## src/design/gbn_pkg.sv

```systemverilog
`default_nettype none

package gbn_pkg;

	// sequence space and buffer ring (power of two, indexes wrap naturally)
	localparam int SEQ_SPACE = 64;
	localparam int SEQ_W     = $clog2(SEQ_SPACE);
	localparam int CNT_W     = SEQ_W + 1;

	// fixed point round-trip estimator
	localparam int FRAC_BITS = 4;
	localparam int EST_W     = 24;
	localparam int TICK_W    = 32;
	localparam int TMO_W     = 16;

	// field widths
	localparam int WIN_W  = 6;
	localparam int SUM_W  = 13;
	localparam int ASEQ_W = 20;
	localparam int AACK_W = 21;
	localparam int ACKS_W = 23;
	localparam int CFG_W  = 16;
	localparam int CIDX_W = 2;

	// register reset values
	localparam logic [WIN_W-1:0] WIN_RESET = WIN_W'(8);
	localparam logic [TMO_W-1:0] TMO_RESET = TMO_W'(20);

	// configuration register indexes
	localparam logic [CIDX_W-1:0] REG_WINDOW  = CIDX_W'(0);
	localparam logic [CIDX_W-1:0] REG_TIMEOUT = CIDX_W'(1);

	typedef enum logic [1:0] {
		OP_SUBMIT = 2'd0,
		OP_ACK    = 2'd1,
		OP_TICK   = 2'd2,
		OP_NONE   = 2'd3
	} op_t;

	typedef enum logic [1:0] {
		KIND_SEND   = 2'd0,
		KIND_RESEND = 2'd1,
		KIND_STATUS = 2'd2
	} kind_t;

	typedef enum logic [2:0] {
		STS_OK        = 3'd0,
		STS_FULL      = 3'd1,
		STS_CORRUPT   = 3'd2,
		STS_NACK      = 3'd3,
		STS_DUP       = 3'd4,
		STS_MALFORMED = 3'd5,
		STS_TIMEOUT   = 3'd6
	} status_t;

	typedef enum logic [2:0] {
		S_IDLE,
		S_DECODE,
		S_RTT,
		S_ACKFIN,
		S_FILL,
		S_RESEND,
		S_STATUS
	} state_t;

	typedef enum logic [2:0] {
		RS_IDLE,
		RS_EST,
		RS_DIFF,
		RS_DEV,
		RS_OUT
	} rtt_step_t;

	typedef struct packed {
		logic busy;
		logic done;
	} rtt_stat_t;

endpackage

`default_nettype wire

```

## src/design/gbn_slot_ram.sv

```systemverilog
`default_nettype none

module gbn_slot_ram (
	input  wire logic                       clk,
	input  wire logic                       we,
	input  wire logic [gbn_pkg::SEQ_W-1:0]  wr_addr,
	input  wire logic [gbn_pkg::SUM_W-1:0]  wr_data,
	input  wire logic                       re,
	input  wire logic [gbn_pkg::SEQ_W-1:0]  rd_addr,
	output logic      [gbn_pkg::SUM_W-1:0]  rd_data
);

	logic [gbn_pkg::SUM_W-1:0] mem [gbn_pkg::SEQ_SPACE];

	// write port
	always_ff @(posedge clk) begin
		if (we) begin
			mem[wr_addr] <= wr_data;
		end
	end

	// registered read port, holds when not enabled
	always_ff @(posedge clk) begin
		if (re) begin
			rd_data <= mem[rd_addr];
		end
	end

endmodule

`default_nettype wire

```

## src/design/gbn_rtt.sv

```systemverilog
`default_nettype none

module gbn_rtt (
	input  wire logic                        clk,
	input  wire logic                        arst_n,
	input  wire logic                        start,
	input  wire logic [gbn_pkg::TICK_W-1:0]  ticks,
	input  wire logic [gbn_pkg::TICK_W-1:0]  sstart,
	output gbn_pkg::rtt_stat_t               stat,
	output logic      [gbn_pkg::TMO_W-1:0]   tmo_new
);

	localparam int SMP_HI = gbn_pkg::EST_W - gbn_pkg::FRAC_BITS;

	gbn_pkg::rtt_step_t step_q, step_d;

	logic [gbn_pkg::EST_W-1:0]  est_q, dev_q, smp_q, diff_q;
	logic [gbn_pkg::TICK_W-1:0] span;
	logic [gbn_pkg::EST_W-1:0]  smp_new;
	logic [gbn_pkg::EST_W+3:0]  est_acc;
	logic [gbn_pkg::EST_W+1:0]  dev_acc;
	logic [gbn_pkg::EST_W+2:0]  tmo_acc;
	logic [gbn_pkg::EST_W+2-gbn_pkg::FRAC_BITS:0] tmo_raw;

	// sample in fixed point, saturated to the estimator width
	assign span = ticks - sstart;
	always_comb begin
		if (span[gbn_pkg::TICK_W-1:SMP_HI] != '0) begin
			smp_new = '1;
		end else begin
			smp_new = {span[SMP_HI-1:0], {gbn_pkg::FRAC_BITS{1'b0}}};
		end
	end

	// estimate = (7 * estimate + sample) / 8
	assign est_acc = {1'b0, est_q, 3'b000} - {4'b0000, est_q} + {4'b0000, smp_q};
	// deviation = (3 * deviation + |sample - estimate|) / 4
	assign dev_acc = {dev_q, 2'b00} - {2'b00, dev_q} + {2'b00, diff_q};
	// timeout = ceiling((estimate + 4 * deviation) / 2^frac)
	assign tmo_acc = {3'b000, est_q} + {1'b0, dev_q, 2'b00}
		+ (gbn_pkg::EST_W+3)'((1 << gbn_pkg::FRAC_BITS) - 1);
	assign tmo_raw = tmo_acc[gbn_pkg::EST_W+2:gbn_pkg::FRAC_BITS];

	// saturate to 1..max
	always_comb begin
		if (tmo_raw == '0) begin
			tmo_new = gbn_pkg::TMO_W'(1);
		end else if (tmo_raw[$bits(tmo_raw)-1:gbn_pkg::TMO_W] != '0) begin
			tmo_new = '1;
		end else begin
			tmo_new = tmo_raw[gbn_pkg::TMO_W-1:0];
		end
	end

	// step sequencer
	always_ff @(posedge clk or negedge arst_n) begin
		if (!arst_n) begin
			step_q <= gbn_pkg::RS_IDLE;
		end else begin
			step_q <= step_d;
		end
	end

	always_comb begin
		step_d    = step_q;
		stat.busy = (step_q != gbn_pkg::RS_IDLE);
		stat.done = 1'b0;
		case (step_q)
			gbn_pkg::RS_IDLE: begin
				if (start) begin
					step_d = gbn_pkg::RS_EST;
				end
			end
			gbn_pkg::RS_EST:  step_d = gbn_pkg::RS_DIFF;
			gbn_pkg::RS_DIFF: step_d = gbn_pkg::RS_DEV;
			gbn_pkg::RS_DEV:  step_d = gbn_pkg::RS_OUT;
			gbn_pkg::RS_OUT: begin
				stat.done = 1'b1;
				step_d    = gbn_pkg::RS_IDLE;
			end
			default: step_d = gbn_pkg::RS_IDLE;
		endcase
	end

	// estimator state
	always_ff @(posedge clk or negedge arst_n) begin
		if (!arst_n) begin
			est_q <= '0;
			dev_q <= '0;
		end else begin
			if (step_q == gbn_pkg::RS_EST) begin
				est_q <= est_acc[gbn_pkg::EST_W+2:3];
			end
			if (step_q == gbn_pkg::RS_DEV) begin
				dev_q <= dev_acc[gbn_pkg::EST_W+1:2];
			end
		end
	end

	// sample and difference holding registers
	always_ff @(posedge clk) begin
		if (step_q == gbn_pkg::RS_IDLE && start) begin
			smp_q <= smp_new;
		end
		if (step_q == gbn_pkg::RS_DIFF) begin
			diff_q <= (smp_q >= est_q) ? (smp_q - est_q) : (est_q - smp_q);
		end
	end

endmodule

`default_nettype wire

```

## src/design/go_back_n_sender_control.sv

```systemverilog
// sequencing: decode in the cycle after accept; an ack that slides the window passes
//   a timer restart state, for a sampled ack after round-trip estimate, difference,
//   deviation and output steps; packets leave one per cycle while results do not
//   stall, via the slot read stage and output register, status last; a new item is
//   taken once the last status has issued; reset: asynchronous, clears window, timer,
//   estimator state to window 8, timeout 20; slot memory not cleared, read only after written
`default_nettype none

module go_back_n_sender_control (
	input  wire logic                                 clk,
	input  wire logic                                 arst_n,
	// item channel
	input  wire logic                                 item_valid,
	output logic                                      item_stall,
	input  wire logic [1:0]                           operation,
	input  wire logic signed [gbn_pkg::SUM_W-1:0]     payload_sum,
	input  wire logic [gbn_pkg::ASEQ_W-1:0]           ack_seqnum,
	input  wire logic signed [gbn_pkg::AACK_W-1:0]    ack_acknum,
	input  wire logic signed [gbn_pkg::ACKS_W-1:0]    ack_checksum,
	input  wire logic signed [gbn_pkg::SUM_W-1:0]     ack_payload_sum,
	// result channel
	output logic                                      result_valid,
	input  wire logic                                 result_stall,
	output logic [1:0]                                kind,
	output logic [gbn_pkg::SEQ_W-1:0]                 seq_out,
	output logic signed [gbn_pkg::SUM_W-1:0]          packet_checksum,
	output logic [2:0]                                status,
	output logic [gbn_pkg::TMO_W-1:0]                 timeout_now,
	output logic                                      last,
	// configuration write channel
	input  wire logic                                 cfg_valid,
	output logic                                      cfg_ready,
	input  wire logic [gbn_pkg::CIDX_W-1:0]           cfg_index,
	input  wire logic [gbn_pkg::CFG_W-1:0]            cfg_data
);

	localparam int CKS_X = gbn_pkg::ACKS_W + 1;

	gbn_pkg::state_t state_q, state_d;

	// latched item
	gbn_pkg::op_t                op_q;
	logic [gbn_pkg::SUM_W-1:0]   pay_q;
	logic [gbn_pkg::ASEQ_W-1:0]  aseq_q;
	logic [gbn_pkg::AACK_W-1:0]  aack_q;
	logic [gbn_pkg::ACKS_W-1:0]  acks_q;
	logic [gbn_pkg::SUM_W-1:0]   apay_q;

	// window and timer state
	logic [gbn_pkg::SEQ_W-1:0]   base_q, next_q, tail_q, rs_q;
	logic [gbn_pkg::CNT_W-1:0]   cnt_q;
	logic                        tmr_run_q, samp_en_q;
	logic [gbn_pkg::TMO_W-1:0]   tmr_rem_q, tmo_q;
	logic [gbn_pkg::TICK_W-1:0]  ticks_q, sstart_q;
	logic [gbn_pkg::WIN_W-1:0]   win_q;
	gbn_pkg::status_t            status_q;

	// read stage
	logic                        vld_s1, last_s1;
	gbn_pkg::kind_t              kind_s1;
	logic [gbn_pkg::SEQ_W-1:0]   seq_s1;
	gbn_pkg::status_t            sts_s1;
	logic [gbn_pkg::TMO_W-1:0]   tmo_s1;

	// output register
	logic                        res_vld_q, last_q;
	gbn_pkg::kind_t              kind_q;
	logic [gbn_pkg::SEQ_W-1:0]   seq_q;
	logic [gbn_pkg::SUM_W-1:0]   cks_q;
	gbn_pkg::status_t            sts_q;
	logic [gbn_pkg::TMO_W-1:0]   tmo_out_q;

	// control
	logic                        out_free, adv;
	logic                        iss, iss_last;
	gbn_pkg::kind_t              iss_kind;
	logic [gbn_pkg::SEQ_W-1:0]   iss_seq;
	logic                        ram_we, ram_re;
	logic [gbn_pkg::SEQ_W-1:0]   ram_raddr;
	logic [gbn_pkg::SUM_W-1:0]   ram_rdata;
	logic                        rtt_start;
	gbn_pkg::rtt_stat_t          rtt_stat;
	logic [gbn_pkg::TMO_W-1:0]   rtt_tmo;

	// derived window values
	logic [gbn_pkg::SEQ_W-1:0]   infl, ack_off;
	logic [gbn_pkg::WIN_W-1:0]   effw;
	logic                        can_send, buf_full, tmr_expire;
	logic [CKS_X-1:0]            ack_sum, cks_ext;
	gbn_pkg::status_t            ack_sts;
	logic                        ack_good;

	assign cfg_ready = 1'b1;
	assign infl      = next_q - base_q;
	assign buf_full  = (cnt_q >= gbn_pkg::CNT_W'(gbn_pkg::SEQ_SPACE));
	assign tmr_expire = tmr_run_q && (tmr_rem_q <= gbn_pkg::TMO_W'(1));

	// effective window, at least one and below the sequence space
	always_comb begin
		effw = (win_q == '0) ? gbn_pkg::WIN_W'(1) : win_q;
		if (effw > gbn_pkg::WIN_W'(gbn_pkg::SEQ_SPACE - 1)) begin
			effw = gbn_pkg::WIN_W'(gbn_pkg::SEQ_SPACE - 1);
		end
	end

	assign can_send = (cnt_q > {1'b0, infl})
		&& (gbn_pkg::WIN_W'(infl) < effw);

	// ack checks
	assign ack_sum = {{(CKS_X-gbn_pkg::ASEQ_W){1'b0}}, aseq_q}
		+ {{(CKS_X-gbn_pkg::AACK_W){aack_q[gbn_pkg::AACK_W-1]}}, aack_q}
		+ {{(CKS_X-gbn_pkg::SUM_W){apay_q[gbn_pkg::SUM_W-1]}}, apay_q};
	assign cks_ext = {acks_q[gbn_pkg::ACKS_W-1], acks_q};
	assign ack_off = aack_q[gbn_pkg::SEQ_W-1:0] - base_q;

	always_comb begin
		if (ack_sum != cks_ext) begin
			ack_sts = gbn_pkg::STS_CORRUPT;
		end else if (aack_q == '1) begin
			ack_sts = gbn_pkg::STS_NACK;
		end else if (({1'b0, aseq_q} != aack_q)
				|| (aack_q[gbn_pkg::AACK_W-1:gbn_pkg::SEQ_W] != '0)) begin
			ack_sts = gbn_pkg::STS_MALFORMED;
		end else if (ack_off >= infl) begin
			ack_sts = gbn_pkg::STS_DUP;
		end else begin
			ack_sts = gbn_pkg::STS_OK;
		end
	end
	assign ack_good = (ack_sts == gbn_pkg::STS_OK);

	// stage advance
	assign out_free = !res_vld_q || !result_stall;
	assign adv      = !vld_s1 || out_free;

	// state register
	always_ff @(posedge clk or negedge arst_n) begin
		if (!arst_n) begin
			state_q <= gbn_pkg::S_IDLE;
		end else begin
			state_q <= state_d;
		end
	end

	// next state and issue control
	always_comb begin
		state_d    = state_q;
		item_stall = (state_q != gbn_pkg::S_IDLE);
		ram_we     = 1'b0;
		ram_re     = 1'b0;
		ram_raddr  = next_q;
		rtt_start  = 1'b0;
		iss        = 1'b0;
		iss_last   = 1'b0;
		iss_kind   = gbn_pkg::KIND_STATUS;
		iss_seq    = '0;
		case (state_q)
			gbn_pkg::S_IDLE: begin
				if (item_valid) begin
					state_d = gbn_pkg::S_DECODE;
				end
			end
			gbn_pkg::S_DECODE: begin
				case (op_q)
					gbn_pkg::OP_SUBMIT: begin
						ram_we  = !buf_full;
						state_d = gbn_pkg::S_FILL;
					end
					gbn_pkg::OP_ACK: begin
						if (ack_good && samp_en_q) begin
							rtt_start = 1'b1;
							state_d   = gbn_pkg::S_RTT;
						end else if (ack_good) begin
							state_d = gbn_pkg::S_ACKFIN;
						end else begin
							state_d = gbn_pkg::S_FILL;
						end
					end
					gbn_pkg::OP_TICK: begin
						state_d = tmr_expire ? gbn_pkg::S_RESEND : gbn_pkg::S_FILL;
					end
					default: state_d = gbn_pkg::S_STATUS;
				endcase
			end
			gbn_pkg::S_RTT: begin
				if (rtt_stat.done) begin
					state_d = gbn_pkg::S_ACKFIN;
				end
			end
			gbn_pkg::S_ACKFIN: state_d = gbn_pkg::S_FILL;
			gbn_pkg::S_FILL: begin
				if (adv) begin
					iss = 1'b1;
					if (can_send) begin
						ram_re   = 1'b1;
						iss_kind = gbn_pkg::KIND_SEND;
						iss_seq  = next_q;
					end else begin
						iss_last = 1'b1;
						state_d  = gbn_pkg::S_IDLE;
					end
				end
			end
			gbn_pkg::S_RESEND: begin
				ram_raddr = rs_q;
				if (adv) begin
					iss = 1'b1;
					if (rs_q != next_q) begin
						ram_re   = 1'b1;
						iss_kind = gbn_pkg::KIND_RESEND;
						iss_seq  = rs_q;
					end else begin
						iss_last = 1'b1;
						state_d  = gbn_pkg::S_IDLE;
					end
				end
			end
			gbn_pkg::S_STATUS: begin
				if (adv) begin
					iss      = 1'b1;
					iss_last = 1'b1;
					state_d  = gbn_pkg::S_IDLE;
				end
			end
			default: state_d = gbn_pkg::S_IDLE;
		endcase
	end

	// window, timer and configuration state
	always_ff @(posedge clk or negedge arst_n) begin
		if (!arst_n) begin
			base_q    <= '0;
			next_q    <= '0;
			tail_q    <= '0;
			cnt_q     <= '0;
			tmr_run_q <= 1'b0;
			tmr_rem_q <= '0;
			ticks_q   <= '0;
			sstart_q  <= '0;
			samp_en_q <= 1'b1;
			tmo_q     <= gbn_pkg::TMO_RESET;
			win_q     <= gbn_pkg::WIN_RESET;
			vld_s1    <= 1'b0;
			res_vld_q <= 1'b0;
		end else begin
			// register writes
			if (cfg_valid && cfg_ready) begin
				if (cfg_index == gbn_pkg::REG_WINDOW) begin
					win_q <= cfg_data[gbn_pkg::WIN_W-1:0];
				end else if (cfg_index == gbn_pkg::REG_TIMEOUT) begin
					tmo_q <= (cfg_data == '0) ? gbn_pkg::TMO_W'(1) : cfg_data;
				end
			end
			case (state_q)
				gbn_pkg::S_DECODE: begin
					case (op_q)
						gbn_pkg::OP_SUBMIT: begin
							if (!buf_full) begin
								tail_q <= tail_q + 1'b1;
								cnt_q  <= cnt_q + 1'b1;
							end
						end
						gbn_pkg::OP_ACK: begin
							if (ack_good) begin
								base_q    <= aack_q[gbn_pkg::SEQ_W-1:0] + 1'b1;
								cnt_q     <= cnt_q - {1'b0, ack_off} - 1'b1;
								tmr_run_q <= 1'b0;
								tmr_rem_q <= '0;
							end
						end
						gbn_pkg::OP_TICK: begin
							ticks_q <= ticks_q + 1'b1;
							if (tmr_expire) begin
								samp_en_q <= 1'b0;
								tmr_rem_q <= tmo_q;
							end else if (tmr_run_q) begin
								tmr_rem_q <= tmr_rem_q - 1'b1;
							end
						end
						default: ;
					endcase
				end
				gbn_pkg::S_RTT: begin
					if (rtt_stat.done) begin
						tmo_q <= rtt_tmo;
					end
				end
				gbn_pkg::S_ACKFIN: begin
					// restart the timer while packets remain in flight
					if (base_q != next_q) begin
						tmr_run_q <= 1'b1;
						tmr_rem_q <= tmo_q;
						sstart_q  <= ticks_q;
					end
				end
				gbn_pkg::S_FILL: begin
					if (adv && can_send) begin
						if (infl == '0) begin
							tmr_run_q <= 1'b1;
							tmr_rem_q <= tmo_q;
							sstart_q  <= ticks_q;
							samp_en_q <= 1'b1;
						end
						next_q <= next_q + 1'b1;
					end
				end
				default: ;
			endcase
			// pipeline valids
			if (adv) begin
				vld_s1 <= iss;
			end
			if (out_free) begin
				res_vld_q <= vld_s1;
			end
		end
	end

	// item capture, status and payload pipeline
	always_ff @(posedge clk) begin
		if (state_q == gbn_pkg::S_IDLE && item_valid) begin
			op_q   <= gbn_pkg::op_t'(operation);
			pay_q  <= payload_sum;
			aseq_q <= ack_seqnum;
			aack_q <= ack_acknum;
			acks_q <= ack_checksum;
			apay_q <= ack_payload_sum;
		end
		if (state_q == gbn_pkg::S_DECODE) begin
			rs_q <= base_q;
			case (op_q)
				gbn_pkg::OP_SUBMIT: status_q <= buf_full ? gbn_pkg::STS_FULL : gbn_pkg::STS_OK;
				gbn_pkg::OP_ACK:    status_q <= ack_sts;
				gbn_pkg::OP_TICK:   status_q <= tmr_expire ? gbn_pkg::STS_TIMEOUT
					: gbn_pkg::STS_OK;
				default:            status_q <= gbn_pkg::STS_MALFORMED;
			endcase
		end
		if (state_q == gbn_pkg::S_RESEND && adv && rs_q != next_q) begin
			rs_q <= rs_q + 1'b1;
		end
		// read stage
		if (adv) begin
			kind_s1 <= iss_kind;
			seq_s1  <= iss_seq;
			last_s1 <= iss_last;
			sts_s1  <= iss_last ? status_q : gbn_pkg::STS_OK;
			tmo_s1  <= tmo_q;
		end
		// output register
		if (out_free && vld_s1) begin
			kind_q    <= kind_s1;
			seq_q     <= seq_s1;
			last_q    <= last_s1;
			sts_q     <= sts_s1;
			tmo_out_q <= tmo_s1;
			if (kind_s1 == gbn_pkg::KIND_STATUS) begin
				cks_q <= '0;
			end else begin
				cks_q <= {{(gbn_pkg::SUM_W-gbn_pkg::SEQ_W){1'b0}}, seq_s1} + ram_rdata;
			end
		end
	end

	assign result_valid    = res_vld_q;
	assign kind            = kind_q;
	assign seq_out         = seq_q;
	assign packet_checksum = cks_q;
	assign status          = sts_q;
	assign timeout_now     = tmo_out_q;
	assign last            = last_q;

	gbn_slot_ram u_ram (
		.clk     (clk),
		.we      (ram_we),
		.wr_addr (tail_q),
		.wr_data (pay_q),
		.re      (ram_re),
		.rd_addr (ram_raddr),
		.rd_data (ram_rdata)
	);

	gbn_rtt u_rtt (
		.clk     (clk),
		.arst_n  (arst_n),
		.start   (rtt_start),
		.ticks   (ticks_q),
		.sstart  (sstart_q),
		.stat    (rtt_stat),
		.tmo_new (rtt_tmo)
	);

	// packets in flight never outnumber buffered messages
	a_infl_le_cnt: assert property (@(posedge clk) disable iff (!arst_n)
		{1'b0, infl} <= cnt_q)
		else $error("in-flight count exceeds buffered count");

	// a stalled read stage keeps its item
	a_s1_hold: assert property (@(posedge clk) disable iff (!arst_n)
		vld_s1 && !out_free |=> vld_s1 && $stable(seq_s1) && $stable(kind_s1))
		else $error("read stage item lost while stalled");

	// round-trip unit only runs while the sequencer waits for it
	a_rtt_busy: assert property (@(posedge clk) disable iff (!arst_n)
		rtt_stat.busy |-> state_q == gbn_pkg::S_RTT)
		else $error("round-trip unit busy outside its state");

	// the final item of a step is exactly the status item
	a_last_status: assert property (@(posedge clk) disable iff (!arst_n)
		result_valid |-> (last == (kind_q == gbn_pkg::KIND_STATUS)))
		else $error("last flag does not match status item");

endmodule

`default_nettype wire
```

## config.mk

```make
export PLATFORM = sky130hd
export DESIGN_NAME = go_back_n_sender_control
export DESIGN_NICKNAME = d
export VERILOG_FILES = /design/src/design/gbn_pkg.sv /design/src/design/gbn_slot_ram.sv /design/src/design/gbn_rtt.sv /design/src/design/go_back_n_sender_control.sv
export SDC_FILE = /design/constraint.sdc
export NUM_CORES = 2
export LEC_CHECK = 0
export BUFFER_PORTS_ARGS = -buffer_cell sky130_fd_sc_hd__buf_2
export CAP_MARGIN = 10
export CORE_MARGIN = 2
export CORE_UTILIZATION = 51
export CTS_CLUSTER_DIAMETER = 100
export CTS_CLUSTER_SIZE = 28
export DETAILED_ROUTE_END_ITERATION = 6
export PLACE_DENSITY_LB_ADDON = 0.12
export SLEW_MARGIN = 0
export SYNTH_ARGS = -nofsm -noshare
export SYNTH_HDL_FRONTEND = slang
export SYNTH_SLANG_ARGS = --single-unit
```

## constraint.sdc

```tcl
create_clock -name clk -period 7.4 [get_ports clk]
set_input_delay 1.11 -clock clk [delete_from_list [all_inputs] [get_ports clk]]
set_output_delay 1.11 -clock clk [all_outputs]
set_load 0.05 [all_outputs]
```

Word-level counts from Yosys, hierarchy flattened

Memory sizes are Yosys's and may differ from the RTL's. A register that Yosys moved wholly into a read port is not among the register bits.
Index checks and enable logic that the tools add are counted.

Logic and storage cells: 242
Memory bits (writable): 832
Bits in latches: 0
ROM bits: 0
Register bits after elaboration: 403
Memories: 1

Memory list:

| memory    | words | width | rd ports | clocked after Yosys merged registers in | write ports | RTL line           | source |
|---|---|---|---|---|---|---|---|
| u_ram.mem | 64    | 13    | 1        | 1                                       | 1           | gbn_slot_ram.sv:13 | `logic [gbn_pkg::SUM_W-1:0] mem [gbn_pkg::SEQ_SPACE];` |

$add $sub $neg: 23
Divide/modulo/power cells: 0
$mul: 0
Bitwise operators: 1
Reduce and logical (&&, ||, !) cells: 46
Shift-type cells: 0
$lt $le $gt $ge: 7
Equality and inequality tests: 39
Multiplexer cells: 86

Operator list:

| kind                    | count |
|---|---|
| $mux W16                | 14 |
| $mux W32                | 3 |
| $pmux W32 S2            | 1 |
| $pmux W16 S3            | 1 |
| $sub A24 B24 Y24        | 2 |
| $mux W3                 | 15 |
| $mux W6                 | 7 |
| $add A32 B1 Y32 const B | 1 |
| $pmux W16 S2            | 1 |
| $sub A32 B32 Y32        | 1 |
| $ne A2 B2 Y1 const B    | 14 |
| $add A24 B26 Y27        | 1 |
| $add A27 B24 Y27        | 1 |
| $add A27 B4 Y27 const B | 1 |
| $mux W1                 | 27 |
| $sub A27 B24 Y27        | 1 |
| $add A26 B24 Y26        | 1 |
| $sub A26 B24 Y26        | 1 |
| $add A6 B1 Y6 const B   | 4 |
| $ge A24 B24 Y1          | 1 |
| $mux W24                | 1 |
| $ne A24 B24 Y1          | 1 |
| $add A22 B13 Y23        | 1 |
| $logic_not A23 Y1       | 1 |
| other kinds (56)        | 100 |

Depth between registers and ports, before layout

Depth after elaboration: 13
Depth in mapped cells: 23

Hierarchy

Synthesis repeated with hierarchy kept, for this count alone.

Cell total of the unflattened synthesis: 4241
Area, all modules: 60730.7 sq um

Modules (own cells, without submodules):

| module                   | instances | sequential area each (sq um) | area each (sq um) | cells an instance |
|---|---|---|---|---|
| gbn_slot_ram             | 1         | 25374.3                      | 32563.7           | 1432 |
| go_back_n_sender_control | 1         | 8463.1                       | 16065.4           | 1361 |
| gbn_rtt                  | 1         | 2627.5                       | 12101.6           | 1448 |

Least setup slack after synthesis

Ideal clock, no wire load.

Kind: register to register
Start: register aack_q[1] (netlist bit)
End: register u_rtt.smp_q[10] (netlist bit), enable pin
Path slack: 1.129 ns
Arrival time: 5.819 ns
Data required time: 6.947 ns
Clock period less this slack: 6.271 ns
Cell stages (with the launch flop): 15
Cell sequence: edfxtp_1 -> fa_1 -> ha_1 -> fa_1 -> a21o_1 -> a211o_1 -> o2bb2ai_1 -> o21ai_1 -> a31oi_1 -> nor4_1 -> o211ai_1 -> or4_1 -> nor3_1 -> nand3_1 -> nor4_1

Word-level cells in the longest chain between the ends: 12
Elaborated cells between the ends (all ways): 18

RTL lines:

| what                                                     | RTL line                        | source |
|---|---|---|
| from (decl)                                              | go_back_n_sender_control.sv:45  | `logic [gbn_pkg::AACK_W-1:0] aack_q;` |
| from (signal assigned)                                   | go_back_n_sender_control.sv:325 | `aack_q <= ack_acknum;` |
| branches (longest 5 deep; another with $add A22 B13 Y23) | --                              |  |
| $mux W3 (*)                                              | go_back_n_sender_control.sv:117 | `if (ack_sum != cks_ext) begin` |
| $logic_not A3 Y1 (*)                                     | go_back_n_sender_control.sv:130 | `assign ack_good = (ack_sts == gbn_pkg::STS_OK);` |
| $logic_and A1 B1 Y1 (*)                                  | go_back_n_sender_control.sv:170 | `if (ack_good && samp_en_q) begin` |
| $mux W1 (*)                                              | go_back_n_sender_control.sv:170 |  |
| $mux W1 (*)                                              | go_back_n_sender_control.sv:164 | `case (op_q)` |
| $mux W1 (*)                                              | go_back_n_sender_control.sv:157 | `case (state_q)` |
| $logic_and A1 B1 Y1 (*)                                  | gbn_rtt.sv:102                  | `if (step_q == gbn_pkg::RS_IDLE && start) begin` |
| to (signal assigned)                                     | gbn_rtt.sv:103                  | `smp_q <= smp_new;` |
| to (decl)                                                | gbn_rtt.sv:17                   | `logic [gbn_pkg::EST_W-1:0] est_q, dev_q, smp_q, diff_q;` |

Mark *: on every way between the ends.
A chain may end at the register's enable or synchronous reset.

Final worst setup path

Start: register aack_q[1] (netlist bit)
End: register u_rtt.smp_q[20] (netlist bit), enable pin

Same word-level chain as after synthesis.

==> results by group <==
Run
  – Max-cap violations: 0

Synthesis
  – Register bit total from synthesis: roughly 1200
  – Synth warn: 0
  – Number of synthesized flops with an enable pin: around 1100
  – Commonest cells post-synth: edfxtp_1 (1060), nand2_1 (307), inv_1 (298)
  – Count leader, synth: edfxtp_1
  – Yosys cell types: 88
  – Synth Instances: ~4300
  – Synth Flop Type: edfxtp_1
  – Area share of the largest cell type after synthesis: between 50% and 60%
  – Top post-synthesis cells by area: edfxtp_1 (53%), mux4_2 (7.8%), dfrtp_1 (7.5%)
  – Mapped Nets: ~4700
  – Post-synth ARST share: 14.9%
  – Seq/Total Area, Yosys: between 60 and 70%
  – Syn_area_per_cell: ~14 sq um
  – Yosys top cell by area: edfxtp_1
  – Mapped cell area: around 0.060 sq mm

Critical path
  – Worst Path Buf+Inv: 1
  – Critical path arrival: about 5.8 ns
  – Most prevalent standard cell on the critical path: fa_1
  – Crit-path max FO: 21
  – Crit end category: register
  – CP Class: reg -> reg
  – Cells along the critical path: fa_1, ha_1, fa_1, a21o_1, a211o_1, o2bb2ai_1, o21ai_1, a31oi_1, nor4_1, o211ai_1, or4_1, nor3_1, nand3_1, nor4_2, buf_4
  – Slowest Stage Delay on Critical Path: about 0.73 ns
  – CP max-delay cell: or4_1
  – Delay-heaviest family, CP: simple AND/OR/NAND/NOR gates
  – Worst setup SP type: register
  – CP required: 7.79 ns

Routing
  – DRT antenna net count: 0
  – DR vias/cell: roughly 5.9
  – DRT iter0 DRCs: between 2000 and 3000
  – Via Count: 35300
  – WL final: between 100000 and 150000 um
  – DRC: 0
  – DRT Pass-1 Iters: 7
  – DR WL/cell: about 24 um

STA
  – Setup TNS: 0 ns
  – Tcrit/Tclk final: about 74%
  – Slew @ Worst Pin: 1.19 ns
  – WHS: about 0.37 ns
  – Final setup fails: 0
  – RSZ-0062 raised after global routing: false
  – Max Freq: between 150 and 200 MHz
  – Layout Skew: 0.0450 ns
  – Period minus WS final: between 5 and 6 ns
  – Worst setup margin: around 2.0 ns
  – Slew headroom: about a fifth
  – Final Hold Vio Count: 0
  – Final Slew Violations: 0

Floorplan
  – Initial Utilization: roughly half
  – Die width: roughly 350 um
  – Io pins: 159
  – Die area: 0.121 sq mm
  – Core Rows: between 100 and 150
  – Die Y: between 300 and 400 um
  – Core ar.: 0.117 sq mm

Finish
  – Layout cell share with drive strength beyond 1: between 10 and 15%
  – End-of-flow core utilization: between 50% and 60%
  – N_diodes: 0
  – Final Cell Area: 0.0647 sq mm
  – Area occupied by registers: ~0.036 sq mm
  – Area Growth Syn to Fin: 7.63%
  – Total Nets Final: 4859
  – Fill count: about 9400
  – Area of the multi-input gates: approximately 0.022 sq mm

Placement
  – Worst slack, placed: ~2.0 ns
  – HPWL after detailed placement: ~95000 um
  – Final Wtd Congestion: approximately 0.9
  – IO Port Bufs: around 160
  – Post-DP Area: about 0.063 sq mm

Global routing
  – Vias in the first global route: approximately 35000
  – GRT Total Usage: 23.7%
  – Largest net degree at the start of global routing: between 100 and 150
  – First-pass GRT wire length: approximately 220000 um
  – Remaining global-route overflow: 0
  – Initial antenna violation count: 1

Power and ir drop
  – Max VDD drop: between 300 and 400 uV
  – Static leakage: about 24 nW
  – Pwr dens: around 320 mW/mm^2

Clocking
  – CTS H-tree depth: 2
  – Clock transition at the registers of the reported paths: 0.11 ns
  – Clock sinks: 1245
  – Worst skew pair latency: about 0.73 ns
  – Post-CTS sizing: 0
  – Post-CTS Setup Bufs: 0
  – Clock root cell: clkbuf_16
  – Inserted Clock Buffers: 52
  – Max Buffers Root-to-Sink: 3
  – CTS Hold Bufs: 0
  – CTS tree: done

Worst hold path
  – Worst min-delay path class: in -> async

Status
  – Status: finished clean
-- cell type report --
| class | instances | share of cell area [%] |
|---|---|---|
| sequential | 1245 | 56.4 |
| timing repair buffer | 255 | 2.50 |
| inverter | 298 | 1.73 |
| tap | 1524 | 2.95 |
| clock buffer | 88 | 2.28 |
| multi-input combinational | 2557 | 33.9 |
| clock inverter | 10 | 0.267 |
-- cell usage in the layout, fill, tap and decap left out, drive strengths merged, types with 63 or more instances in the layout --
master	count
inv	301
a211oi	80
xor2	79
xnor2	119
edfxtp	1060
ha	262
mux4	208
o21ai	156
a21o	88
a21oi	193
nor2	220
buf	254
fa	73
dfrtp	181
and2	63
nand2	308
clkbuf	89
-- metrics by stage --
step	instances	total power, mW
floorplan	4273	14.8
global placement	5879	17.2
detailed placement	5879	17.2
CTS	5977	20.8
global route	5977	21.7
finish	5977	20.6
-- final timing paths --
| path | cells after the start | from | endpoint | slack, ns |
|---|---|---|---|---|
| min | 1 | arst_n | tmr_rem_q[6] | 0.37 |
| min in group clk | 0 | tmo_s1[10] | timeout_now[10] | 0.43 |
| min reg2reg | 0 | tmo_s1[10] | timeout_now[10] | 0.43 |
| max in group asynchronous | 2 | arst_n | sstart_q[14] | 5.44 |
| max reg2reg | 15 | aack_q[1] | u_rtt.smp_q[20] | 1.95 |
| max | 15 | aack_q[1] | u_rtt.smp_q[20] | 1.95 |
-- registers in the layout, summed over array words and instances, names as in the netlist, 20 cells and up --
register      cells
ticks_q          32
acks_q           23
u_rtt.diff_q     24
aack_q           21
aseq_q           20
u_rtt.dev_q      24
u_rtt.est_q      24
u_ram.mem       832
sstart_q         32
u_rtt.smp_q      21
-- cells by family (layout without fill, tap and decap cells) --
kind of cell,Yosys count,in the layout,synth area share (%)
flip-flops,1245,1245,60.7
other,1,1,0.00624
XOR/XNOR,198,198,2.88
AO/OA/AOI/OAI,810,810,8.89
multiplexers,292,292,9.28
AND/OR/NAND/NOR,921,921,7.34
buffers and inverters,471,651,3.06
adder cells (fa/ha/maj),335,335,7.88
-- routing by layer --
layer / GRT usage (%) / part of all wire, % / vias to the layer above
li1: - / - / 16300
met1: 34.5 / 45 / 18000
met2: 38.7 / 48 / 859
met3: 2.26 / 4.6 / 131
met4: 5.68 / 2.3 / 2
met5: 0 / 0.0091 / -
-- worst reg2reg max path, cell delays in order, from the launching register on --
cell	delay (ns)
edfxtp_1	0.54
fa_1	0.51
ha_1	0.24
fa_1	0.46
a21o_1	0.20
a211o_1	0.33
o2bb2ai_1	0.19
o21ai_1	0.26
a31oi_1	0.16
nor4_1	0.28
o211ai_1	0.26
or4_1	0.73
nor3_1	0.24
nand3_1	0.23
nor4_2	0.20
buf_4	0.32
-- power breakdown --
group / internal [mW] / switching (mW)
sequential: 8.45 / 0.483
combinational: 3.19 / 4.88
clock: 1.45 / 2.19
(Power assumes the default switching activity.)
